`src/rtl/tamx_pkg.sv`:
```
// ----------------------------------------------------------------------------
// tamx_pkg: shared types and constants of the timeline aligned audio mixer
// Buffer geometry, field widths, mode and status codes, store port types.
// ----------------------------------------------------------------------------
package tamx_pkg;

	localparam int BUF_DEPTH   = 4096;
	localparam int ADDR_W      = $clog2(BUF_DEPTH);
	localparam int CNT_W       = ADDR_W + 1;
	localparam int NUM_STREAMS = 8;
	localparam int STREAM_W    = 3;
	localparam int TIME_W      = 32;
	localparam int LEN_W       = 13;
	localparam int SAMPLE_W    = 16;

	localparam logic signed [17:0] SAMPLE_PEAK  = 18'sd32767;
	localparam logic signed [17:0] SAMPLE_FLOOR = -18'sd32768;

	localparam logic [1:0] MODE_HEADER  = 2'd0;
	localparam logic [1:0] MODE_SAMPLE  = 2'd1;
	localparam logic [1:0] MODE_CONSUME = 2'd2;
	localparam logic [1:0] MODE_READ    = 2'd3;

	localparam logic [2:0] ST_OK       = 3'd0;
	localparam logic [2:0] ST_DISCARD  = 3'd1;
	localparam logic [2:0] ST_OVERFLOW = 3'd2;
	localparam logic [2:0] ST_TOO_OLD  = 3'd3;
	localparam logic [2:0] ST_HOLE     = 3'd4;
	localparam logic [2:0] ST_STALLED  = 3'd5;

	localparam logic [1:0] PH_WAIT_FIRST = 2'd0;
	localparam logic [1:0] PH_WAIT_LAT   = 2'd1;
	localparam logic [1:0] PH_MIX        = 2'd2;

	localparam logic [1:0] REG_SLOTS = 2'd0;
	localparam logic [1:0] REG_LIMIT = 2'd1;
	localparam logic [1:0] REG_START = 2'd2;

	typedef struct packed {
		logic                en;
		logic [ADDR_W-1:0]   addr;
		logic [SAMPLE_W-1:0] data;
	} store_wr_t;

endpackage

```
`src/rtl/tamx_softmix.sv`:
```
// ----------------------------------------------------------------------------
// tamx_softmix: soft-clip mixing of two signed 16-bit samples
// The product is registered; the scaled correction and clamp follow.
// ----------------------------------------------------------------------------
module tamx_softmix import tamx_pkg::*; (
	input  logic                       clk,
	input  logic signed [SAMPLE_W-1:0] a,
	input  logic signed [SAMPLE_W-1:0] b,
	output logic        [SAMPLE_W-1:0] mixed
);

	logic signed [SAMPLE_W-1:0] a_s1, b_s1;
	logic signed [31:0]         p_s1;

	always_ff @(posedge clk) begin
		a_s1 <= a;
		b_s1 <= b;
		p_s1 <= a * b;
	end

	logic [29:0]        pm;
	logic [14:0]        q0;
	logic [16:0]        rem;
	logic [15:0]        qpos;
	logic signed [17:0] sum, r;

	always_comb begin
		pm   = p_s1[29:0];
		q0   = pm[29:15];
		// Division by 32767: quotient estimate by a shift, then up to two corrections.
		rem  = {2'b00, pm[14:0]} + {2'b00, q0};
		qpos = {1'b0, q0} + 16'(rem >= 17'd32767) + 16'(rem >= 17'd65534);
		sum  = 18'(a_s1) + 18'(b_s1);
		if (a_s1 < 0 && b_s1 < 0) begin
			r = sum + $signed({3'b000, q0});
		end else if (a_s1 > 0 && b_s1 > 0) begin
			r = sum - $signed({2'b00, qpos});
		end else begin
			r = sum;
		end
		if (r > SAMPLE_PEAK) begin
			r = SAMPLE_PEAK;
		end else if (r < SAMPLE_FLOOR) begin
			r = SAMPLE_FLOOR;
		end
		mixed = r[SAMPLE_W-1:0];
	end

endmodule

```
`config.mk`:
```
export PLATFORM = sky130hd
export DESIGN_NAME = tamx_softmix
export DESIGN_NICKNAME = d
export VERILOG_FILES = /design/src/rtl/tamx_pkg.sv /design/src/rtl/tamx_softmix.sv
export SDC_FILE = /design/constraint.sdc
export NUM_CORES = 1
export LEC_CHECK = 0
export CAP_MARGIN = 20
export CORE_UTILIZATION = 55
export CTS_BUF_LIST = sky130_fd_sc_hd__clkbuf_2
export DETAILED_ROUTE_END_ITERATION = 7
export DONT_BUFFER_PORTS = 1
export PLACE_DENSITY_LB_ADDON = 0.12
export SLEW_MARGIN = 5
export SYNTH_ARGS = -nofsm -noshare
export SYNTH_HDL_FRONTEND = slang
export SYNTH_SLANG_ARGS = --single-unit
```
`constraint.sdc`:
```
create_clock -name clk -period 9.46 [get_ports clk]
set_clock_uncertainty 0.2 [all_clocks]
set_input_delay 0.946 -clock clk [delete_from_list [all_inputs] [get_ports clk]]
set_output_delay 0.946 -clock clk [all_outputs]
set_load 0.005 [all_outputs]
```
==> flow_summary.ini <==
[outcome]
status = complete, no violations

[critical_path]
cpPeakStageDelay_ns = 0.59
path_depth = 27
critPathMaxFanout = 26
crit_start = p_s1[16]$_DFF_P_
cp_slowest_cell = a22o_1
critical_path_buf_inv_count = 1
cp-start-kind = flop
critPathKind = reg -> out
cp.arrival_ns = 6.86
critPathRequiredTime_ns = 8.31
cp_common_cell = ha_1
cp_top_family = compound AO/OA/AOI/OAI gates
cp-end-kind = primary output

[yosys]
yosysTopAreaCell = fa_1
synth_area_leaders = fa_1, ha_1, dfxtp_1, inv_1, nand2_1
netlist.area_leader.share_pct = 35.90
ys_types = 69
synth_flop_cell = dfxtp_1
avgSynthCellArea_um2 = 8.912
synth_edf_count = 0
postSynth.asyncResetShare_pct = 0
yosysSeqAreaShare_pct = 8.798
ys_warn_count = 0
syn-cell-area_um2 = 14110
ys_ff_latch = 62
syn_nets = 2013
synth_cells = 1583

[hold_path]
hold_class = in -> reg
worstHoldStart = a[15]
whs_endpoint = a_s1[15]$_DFF_P_
whs_path_depth = 0

[clocking]
cts_sinks = 62
cts_tree = yes
cts_setup_buffers = 0
cts_max_level = 3
clockRootBuffer = clkbuf_2
clkTransAtPathRegs_ns = 0.16
cts_resized = 0
numCtsBuffers = 9
clockBufferDepth = 2
holdBufCountCts = 0

[finish]
final_cell_mix = inv_1, fa_1, nand2_1
layout_commonest_cell = inv_1
nets = 1980
drive_above_1_share_pct = 1.929
fillers = 2313
antenna_cells = 0
areaGrowthSynthToFinish_pct = 2.536

[route]
dr.pass1.iters = 5
vias = 10526
drtIter0Drc = 647
wl_per_cell_um = 17.78
drt_wl_total_um = 33520
drc_errors = 0
via_per_inst = 5.584
postRouteAntennaNets = 0

[die]
die_y_um = 162.2
ios = 49
initial_core_util_pct = 56.02
core_area_um2 = 25180
dieArea_um2 = 26290
rows = 58
die_x_um = 162.2

[placed_design]
dpl.hpwl_um = 27320
gp_congestion = 0.8893
portBuffers = 0

[global_routing]
grt_usage_pct = 27.43
antenna_found_initial = 1
grt-ovfl-total = 0
grt_max_degree = 30
grt_pass1_wl_um = 56370
grt_pass1_vias = 11163

[sta]
min_period_ns = 8.010
finalMaxSlewViolations = 0
period_share_pct = 84.67
setup_viol = 0
slew_headroom_pct = 39.32
hold_viol = 0
rsz0062_at_grt = false
fmax_mhz = 124.8
tightest_slew_ns = 0.9102
finalSetupTns_ns = 0

[job]
drv_cap = 0
==> metrics by stage <==
step	instances	util (%)	area, um^2	setup WS [ns]	hold WS [ns]
finish	1885	57.44	14470	1.450	0.2963
CTS	1885	57.44	14470	1.446	0.2402
floorplan	1583	-	14110	2.598	0.7737
global placement	1869	56.92	14330	2.093	0.7745
detailed placement	1869	56.92	14330	2.047	0.7747
global route	1885	57.44	14470	0.8226	0.2161
==> worst max path at each step <==
| stage | endpoint | slack [ns] |
|---|---|---|
| CTS | mixed[8] | 1.45 |
| detailed placement | mixed[8] | 2.05 |
| floorplan | p_s1[28]$_DFF_P_ | 2.60 |
| global route | mixed[14] | 0.82 |
| global placement | mixed[8] | 2.09 |
| finish | mixed[8] | 1.45 |
==> routing by layer <==
layer	GRT usage (%)	vias to the layer above	wire, um
met5	0	-	0
met4	6.089	0	544
met3	3.652	36	1721
met2	46.02	258	15710
met1	37.82	5243	15540
li1	-	4989	-
==> logic make-up (layout without fill, tap and decap cells) <==
family                   after synthesis  after routing  synth area share (%)
flip-flops                            62             62                 8.798
adder cells (fa/ha/maj)              397            397                 48.67
XOR/XNOR                              94             94                 5.969
buffers and inverters                325            297                 8.851
AND/OR/NAND/NOR                      433            433                 15.10
multiplexers                           6              6                0.4346
AO/OA/AOI/OAI                        266            266                 12.17
==> Yosys cell counts (all sizes together) (3+ instances only) <==
master,instances
xnor2,59
a211o,6
nand2,178
inv,278
o21ai,71
o21a,19
nand4,5
a2111oi,3
nor4,11
o31a,3
clkbuf,40
fa,253
a31oi,9
nor2,43
and3,11
o21bai,6
nand3,18
dfxtp,62
o221ai,3
nand2b,22
nor3,20
a21o,32
or2,7
xor2,35
a211oi,14
a21oi,69
buf,6
mux2i,5
nor2b,10
o211ai,3
or3,3
ha,144
and2,99
==> flip-flops by register name, summed over array words and instances, names as in the netlist <==
register,flops
p_s1,30
a_s1,16
b_s1,16
==> cell type report <==
cell class / count / area, um^2 / share of cell area (%)
inverters: 279 / 1047 / 7.240
repair buffers: 2 / 15.01 / 0.1038
clock buffers: 12 / 60.06 / 0.4152
clock inverters: 4 / 71.32 / 0.4930
well taps: 330 / 412.9 / 2.854
flip-flops and latches: 62 / 1241 / 8.581
multi-input cells: 1196 / 11620 / 80.31
Power is left out: the tool's default activity adds up to more than one toggle a clock period on the data nets, which glitch-free logic cannot reach.
